<file path="src/dau_pkg.sv">
`timescale 1ns / 1ps
// ----------------------------------------------------------------------------
// dau_pkg: shared widths, types and arctangent constants
// Fixed datapath widths of the dihedral angle pipeline.
// ----------------------------------------------------------------------------
package dau_pkg;

   localparam int COORD_W      = 32;
   localparam int NUM_COORDS   = 12;
   localparam int B_W          = COORD_W + 1;      // bond vector component
   localparam int PROD_W       = 2 * B_W;          // cross product term
   localparam int CROSS_W      = PROD_W + 1;       // normal component
   localparam int MAG_W        = CROSS_W;
   localparam int CHUNKS       = (MAG_W + 7) / 8;
   localparam int LEN_W        = 7;
   localparam int UNIT_BITS    = 30;
   localparam int SM_W         = UNIT_BITS;
   localparam int WIDE_W       = MAG_W + UNIT_BITS;
   localparam int SQ_W         = 2 * SM_W;
   localparam int ROOT_W       = 62;
   localparam int SQRT_STEPS   = 31;
   localparam int QUO_W        = 31;
   localparam int DIV_STEPS    = QUO_W;
   localparam int DREM_W       = 32;
   localparam int U_W          = 32;
   localparam int DOTP_W       = 64;
   localparam int C_W          = 32;
   localparam int CORDIC_STEPS = 32;
   localparam int XY_W         = 34;
   localparam int Z_W          = 64;

   typedef logic signed [U_W-1:0] unit_type;

   typedef struct packed {
      logic           valid;
      logic           zero;
      unit_type [2:0] u;
   } unit_out_type;

   // Long division, evaluated at elaboration only (table build).
   function automatic logic [63:0] cf_div(input logic [63:0] num, input logic [63:0] den);
      logic [64:0] rem;
      logic [63:0] quo;
      rem = '0;
      quo = '0;
      for (int k = 63; k >= 0; k--) begin
         rem = {rem[63:0], num[k]};
         if (rem >= {1'b0, den}) begin
            rem    = rem - {1'b0, den};
            quo[k] = 1'b1;
         end
      end
      return quo;
   endfunction

   // atan(1/n) in Q.62 by truncated Taylor series.
   function automatic logic [63:0] series_atan_inv(input logic [63:0] n);
      logic [63:0] p;
      logic [63:0] n2;
      logic [63:0] sum;
      logic [63:0] term;
      p   = cf_div(64'd1 << 62, n);
      n2  = n * n;
      sum = '0;
      for (int k = 0; k < 40; k++) begin
         term = cf_div(p, 64'(2 * k + 1));
         if (k % 2 == 1) sum = sum - term;
         else            sum = sum + term;
         p = cf_div(p, n2);
      end
      return sum;
   endfunction

   localparam logic [63:0] QUARTER_PI62 = 64'd4 * series_atan_inv(64'd5)
                                        - series_atan_inv(64'd239);
   localparam logic [63:0] HALF_PI60    = (64'd2 * QUARTER_PI62 + 64'd2) >> 2;

   // atan(2^-i) in Q.60, rounded half up from Q.62.
   function automatic logic [63:0] atan_q60(input int i);
      if (i == 0) return (QUARTER_PI62 + 64'd2) >> 2;
      return (series_atan_inv(64'd1 << i) + 64'd2) >> 2;
   endfunction

endpackage

</file>
<file path="src/dau_cordic_cell.sv">
`timescale 1ns / 1ps
// ----------------------------------------------------------------------------
// dau_cordic_cell: one vectoring CORDIC micro-rotation
// Rotates (x, y) toward the x axis and accumulates the angle in Q.60.
// ----------------------------------------------------------------------------
module dau_cordic_cell #(
   parameter int STEP  = 0,
   parameter int TAG_W = 1
) (
   input  logic                             clock,
   input  logic                             reset,
   input  logic                             enable,
   input  logic                             in_valid,
   input  logic signed [dau_pkg::XY_W-1:0]  in_x,
   input  logic signed [dau_pkg::XY_W-1:0]  in_y,
   input  logic signed [dau_pkg::Z_W-1:0]   in_z,
   input  logic [TAG_W-1:0]                 in_tag,
   output logic                             out_valid,
   output logic signed [dau_pkg::XY_W-1:0]  out_x,
   output logic signed [dau_pkg::XY_W-1:0]  out_y,
   output logic signed [dau_pkg::Z_W-1:0]   out_z,
   output logic [TAG_W-1:0]                 out_tag
);
   import dau_pkg::*;

   localparam logic signed [Z_W-1:0] ATAN = Z_W'(atan_q60(STEP));

   logic signed [XY_W-1:0] dx, dy;
   logic signed [XY_W-1:0] x_in, x_ff, y_in, y_ff;
   logic signed [Z_W-1:0]  z_in, z_ff;
   logic [TAG_W-1:0]       tag_ff;
   logic                   valid_ff;

   always_comb begin
      dx = in_y >>> STEP;
      dy = in_x >>> STEP;
      if (in_y > 0) begin
         x_in = in_x + dx;
         y_in = in_y - dy;
         z_in = in_z + ATAN;
      end else begin
         x_in = in_x - dx;
         y_in = in_y + dy;
         z_in = in_z - ATAN;
      end
   end

   always_ff @(posedge clock) begin
      if (reset) begin
         valid_ff <= 1'b0;
      end else if (enable) begin
         valid_ff <= in_valid;
      end
   end

   always_ff @(posedge clock) begin
      if (enable) begin
         x_ff   <= x_in;
         y_ff   <= y_in;
         z_ff   <= z_in;
         tag_ff <= in_tag;
      end
   end

   assign out_valid = valid_ff;
   assign out_x     = x_ff;
   assign out_y     = y_ff;
   assign out_z     = z_ff;
   assign out_tag   = tag_ff;

endmodule

</file>
<file path="config.mk">
export PLATFORM = sky130hd
export DESIGN_NAME = dau_cordic_cell
export DESIGN_NICKNAME = d
export VERILOG_FILES = /design/src/dau_pkg.sv /design/src/dau_cordic_cell.sv
export SDC_FILE = /design/constraint.sdc
export NUM_CORES = 1
export LEC_CHECK = 0
export ABC_CLOCK_PERIOD_IN_PS = 6200
export BUFFER_PORTS_ARGS = -buffer_cell sky130_fd_sc_hd__buf_4
export CAP_MARGIN = 0
export CORE_UTILIZATION = 55
export CTS_CLUSTER_SIZE = 25
export DETAILED_ROUTE_END_ITERATION = 8
export GPL_TIMING_DRIVEN = 0
export PLACE_DENSITY = 0.8
export SLEW_MARGIN = 25
export SYNTH_ARGS = -nofsm -noshare
export SYNTH_HDL_FRONTEND = slang
export SYNTH_SLANG_ARGS = --single-unit
</file>
<file path="constraint.sdc">
create_clock -name clock -period 6.2 [get_ports clock]
set_input_delay 0.62 -clock clock [delete_from_list [all_inputs] [get_ports clock]]
set_output_delay 0.62 -clock clock [all_outputs]
set_load 0.01 [all_outputs]
</file>
# Word level (Yosys, flattened, before mapping)
# Cells that the tools add are included.
dict set report word_totals {
  register_bits 134
  elab_cells 14
  out_inout_bits 134
}
dict set report classes {
  magnitude_cmp 1
  muxes 3
  n_addsub 5
}
# cell n
set ops {}
lappend ops {{two-way mux 34 bit} 2}
lappend ops {{subtractor 34 bit} 2}
lappend ops {{adder 64 x 61 -> 64 bit (second input constant)} 1}
lappend ops {{two-way mux 64 bit} 1}
lappend ops {{subtractor 64 x 61 -> 64 bit (second input constant)} 1}
lappend ops {{adder 34 bit} 1}
lappend ops {{greater-than comparator 34 x 1 -> 1 bit (second input constant)} 1}

# Depth between registers and ports, before layout
dict set report logic_depth {
  depth_word 2
  ltp_mapped 17
}

# Worst setup path after synthesis
# No wires, ideal clock.
dict set report synth_timing {
  path_kind {input-to-reg}
  start {input port in_y[30] in the netlist's numbering}
  end {register z_ff[58] (netlist: out_z[58]) (data pin)}
  required_ns 6.026
  cell_stages 16
  t_arrival_ns 5.238
  setup_time_ns 0.174
  slack_ns 0.787
  path_cell_list {nor4_1 -> nand4_1 -> o41ai_4 -> clkbuf_1 -> clkbuf_1 -> ha_1 -> clkbuf_1 -> and3_1 -> a221o_1 -> a21oi_1 -> nand2_1 -> o21ai_1 -> o21ai_1 -> o21ai_2 -> o31ai_1 -> a311oi_1}
}
dict set report synth_between {
  elab_chain_len 2
}
# element line_no
set synth_rtl {}
lappend synth_rtl {{start: declaration} dau_cordic_cell.sv:15} ;# input logic signed [dau_pkg::XY_W-1:0] in_y,
lappend synth_rtl {{greater-than comparator 34 x 1 -> 1 bit} dau_cordic_cell.sv:37} ;# if (in_y > 0) begin
lappend synth_rtl {{two-way mux 64 bit} dau_cordic_cell.sv:37}
lappend synth_rtl {{named net z_in[58]} dau_cordic_cell.sv:30} ;# logic signed [Z_W-1:0] z_in, z_ff;
lappend synth_rtl {{end signal: assignment} dau_cordic_cell.sv:60} ;# z_ff <= z_in;
lappend synth_rtl {{end: declaration} dau_cordic_cell.sv:30}
# The timed path passes the listed nets, and every way through them passes these cells.
# A chain may end at the register's enable or synchronous reset.

# Worst setup path after layout
# Same ends and word-level chain as after synthesis.

==> impl_metrics.py <==
metrics = {
    "synthesis": {
        "yosysWarnings": 0,
        "syn_inst": 1592,
        "synth_edf_count": 132,
        "syn-num-nets": 1892,
        "async_reset_ff_share_pct": 0,
        "synthFlopType": "edfxtp_1",
        "yosysSeqAreaShare_pct": 29.4,
        "avgSynthCellArea_um2": 8.51,
        "syn_area_um2": 13500,
        "ys_ff_latch": 133,
        "synthDistinctLibCells": 74,
    },
    "die": {
        "ioPinCount": 271,
        "initial_utilization_pct": 55.9,
        "die_h_um": 159,
        "dieArea_um2": 25300,
        "dieWidth_um": 159,
        "core-area_um2": 24200,
        "num_rows": 57,
    },
    "sta": {
        "fin_hold_ws_ns": 0.353,
        "setup_violations": 0,
        "period_minus_slack_ns": 5.88,
        "slew_headroom_pct": 36.1,
        "fmax_mhz": 170,
        "tightest_slew_ns": 0.944,
        "fin_skew_ns": 0,
        "finalHoldViolations": 0,
        "period_share_pct": 94.8,
        "slew_viol_final": 0,
        "rsz0062_at_grt": "no",
        "setup_ws_ns": 0.320,
    },
    "grt": {
        "grt_pass1_vias": 12800,
        "grt_max_degree": 86,
        "grt_pass1_wl_um": 70300,
        "grt_usage_pct": 35.4,
        "antenna_found_initial": 0,
        "grt_remaining_overflow": 0,
    },
    "pwr": {
        "clkPwrFrac_pct": 27.0,
        "pwr-share-seq_pct": 32.6,
        "leakagePower_nw": 7.37,
        "p_int_mw": 2.39,
        "powerDensity_nw_per_um2": 228,
        "power.switching_mw": 1.40,
        "switching_share_pct": 36.9,
        "ir_drop_uv": 151,
        "pwr-share-comb_pct": 40.4,
        "finalPower_mw": 3.79,
    },
    "drt": {
        "ant_nets": 0,
        "wirelength_um": 45900,
        "vias": 13700,
        "first_pass_iters": 8,
        "via_per_inst": 6.17,
        "wl_per_cell_um": 20.6,
        "drt-initial-drc-count": 1272,
        "drc": 0,
    },
    "cells_and_area": {
        "final_area_um2": 16700,
        "fin_nets": 2185,
        "drive_above_1_share_pct": 18.3,
        "n_antenna_cell": 0,
        "stdcell_count": 2222,
        "synthToLayoutAreaGrowth_pct": 23.0,
    },
    "setup_path": {
        "worst_setup_path_end_kind": "register",
        "cpMaxStageDelayCell": "nor4_2",
        "cp-start-kind": "primary input",
        "reg2reg_depth": 2,
        "worstPathCellList": "buf_4 > nor4_2 > nand4_1 > o41ai_4 > buf_4 > inv_2 > clkbuf_1 > buf_2 > buf_16 > ha_1 > a21o_1 > a221o_1 > a21oi_1 > nand2_1 > o21ai_1 > o21ai_1 > o21ai_2 > o31ai_1 > a311oi_1",
        "max_stage_delay_ns": 0.64,
        "cp_data_arrival_time_ns": 6.11,
        "path_class": "primary input to register",
        "crit_required_ns": 6.43,
        "path_max_fanout": 20,
    },
    "min_path": {
        "hold_path_class": "primary input to register",
        "whs_path_depth": 2,
    },
    "placement": {
        "portBuffers": 270,
        "pre_cts_ws_ns": -1.05,
        "dp_hpwl_um": 36700,
        "dp_cells": 2188,
        "postPlaceCellArea_um2": 16000,
        "gp_congestion": 0.969,
    },
    "clock_tree": {
        "cts_root_buf": "clkbuf_16",
        "clk_pin_slew_worst_paths_ns": 0.07,
        "cts.sinks": 133,
        "hold_buffers": 0,
        "cts_buffers": 17,
        "clockBufferDepth": 2,
        "cts_tree": "done",
        "clk_latency_ns": 0.42,
        "ctsHtreeMaxLevel": 4,
    },
    "run": {
        "drv_cap": 0,
    },
    "status": {
        "status": "finished, final reports clean",
    },
}
[registers in the layout (all words and copies together) (netlist names)]
signal     count
out_valid      1
out_x         34
out_tag        1
out_y         33
out_z         64
[power groups by stage]
stage               Sequential, mW  Combinational [mW]  Clock, mW
floorplan                     1.33               0.791          0
global placement              1.25                1.46          0
detailed placement            1.25                1.49          0
CTS                           1.24                1.50       1.03
global route                  1.25                1.64       1.07
finish                        1.23                1.53       1.02
[synthesized netlist by cell type (all sizes together) (4+ instances only)]
library cell    n  share of area [%]
ha            159                 15
nor2b          22                1.0
nor4           19               0.88
or3             7               0.32
nor3           32                1.2
nand3          24               0.89
mux2i          18                1.3
o311ai          7               0.51
o21a           12               0.67
a221o           4               0.30
o311a           6               0.44
edfxtp        132                 29
or2             7               0.32
xnor2          86                5.6
o21ai         109                4.1
nor3b           5               0.28
buf            21               0.76
nor2          120                3.3
o2111ai         5               0.32
a311oi          6               0.39
a21boi          4               0.22
a21o           54                3.0
a21oi         200                7.4
inv           119                3.3
nand4          24                1.1
o211a           4               0.30
nand3b          4               0.22
and3           10               0.46
o41ai           6               0.58
fa              4               0.59
o211ai         14               0.78
o21bai         31                1.7
nand2b         25                1.2
clkbuf         55                1.5
a211oi         18                1.1
o31ai          14               0.78
and2            6               0.28
a221oi         12               0.78
a31oi          20               0.92
xor2           35                2.3
nand2          97                2.7
[path summary, 6_finish.rpt]
| check | start | to | slack (ns) |
|---|---|---|---|
| worst max-delay path | in_y[30] | out_z[58] | 0.32 |
| worst max register to register | out_valid | out_valid | 5.61 |
| worst min-delay path | reset | out_valid | 0.35 |
| worst min register to register | out_valid | out_valid | 0.52 |
[stage by stage]
| step | util (%) | setup TNS (ns) |
|---|---|---|
| 4_1_cts | 68.6 | 0 |
| 6_report | 68.7 | 0 |
| 2_1_floorplan | - | 0 |
| 3_5_place_dp | 66.2 | -27.46 |
| 5_1_grt | 68.7 | 0 |
| 3_3_place_gp | 65.9 | -100.82 |
[timing repair]
action	4_1_cts	5_1_grt
resized for setup	3	0
setup endpoints to repair	33	14
buffers inserted	0	2
pin swaps	0	1
[worst max-delay path: cells and delay by family]
kind	cells	cell delay (ns)
and+or+nand+nor	3	1.17
AOI/OAI and AO/OA	9	2.44
adders and majority gates	1	0.36
buffers and inverters	6	1.49
[routing by layer]
layer / GRT usage (%) / wire length [um] / up-vias
met2: 55.0 / 20200 / 745
met1: 48.8 / 19800 / 6436
met5: 0 / 0 / -
met3: 5.77 / 4050 / 106
li1: - / - / 6424
met4: 15.3 / 1840 / 0
[cell families after synthesis]
kind of cell,Yosys count,share of synthesized area [%]
AOI/OAI and AO/OA,548,25.6
muxes,20,1.50
and+or+nand+nor,411,14.8
buffers and inverters,196,5.62
xor gates and xnor gates,121,7.83
adders and majority gates,163,15.3
DFF,133,29.4
[cell type report]
cell class              instances  area, um^2
fillers                      2031        7590
inverters                     120         450
clock inverters                15         159
flip-flops and latches        133        3980
repair buffers                274        2100
well taps                     324         405
multi-input cells            1263        8800
plain buffers                  76         323
clock buffers                  17         425
[cell usage in the layout (no fill, tap or decap), types with 16 or more instances in the layout]
master / count
ha_1: 159
nor4_1: 18
nand4_1: 24
xor2_1: 35
buf_4: 273
a211oi_1: 16
nor2b_1: 22
mux2i_1: 18
inv_1: 118
a21o_1: 54
nand2b_1: 25
nor3_1: 31
clkbuf_1: 52
nand2_1: 97
xnor2_1: 86
o21ai_0: 103
nor2_1: 120
nand3_1: 24
clkbuf_16: 17
edfxtp_1: 132
a31oi_1: 20
a21oi_1: 200
o21bai_1: 31
Note: power is estimated with default switching activity, not from simulation.
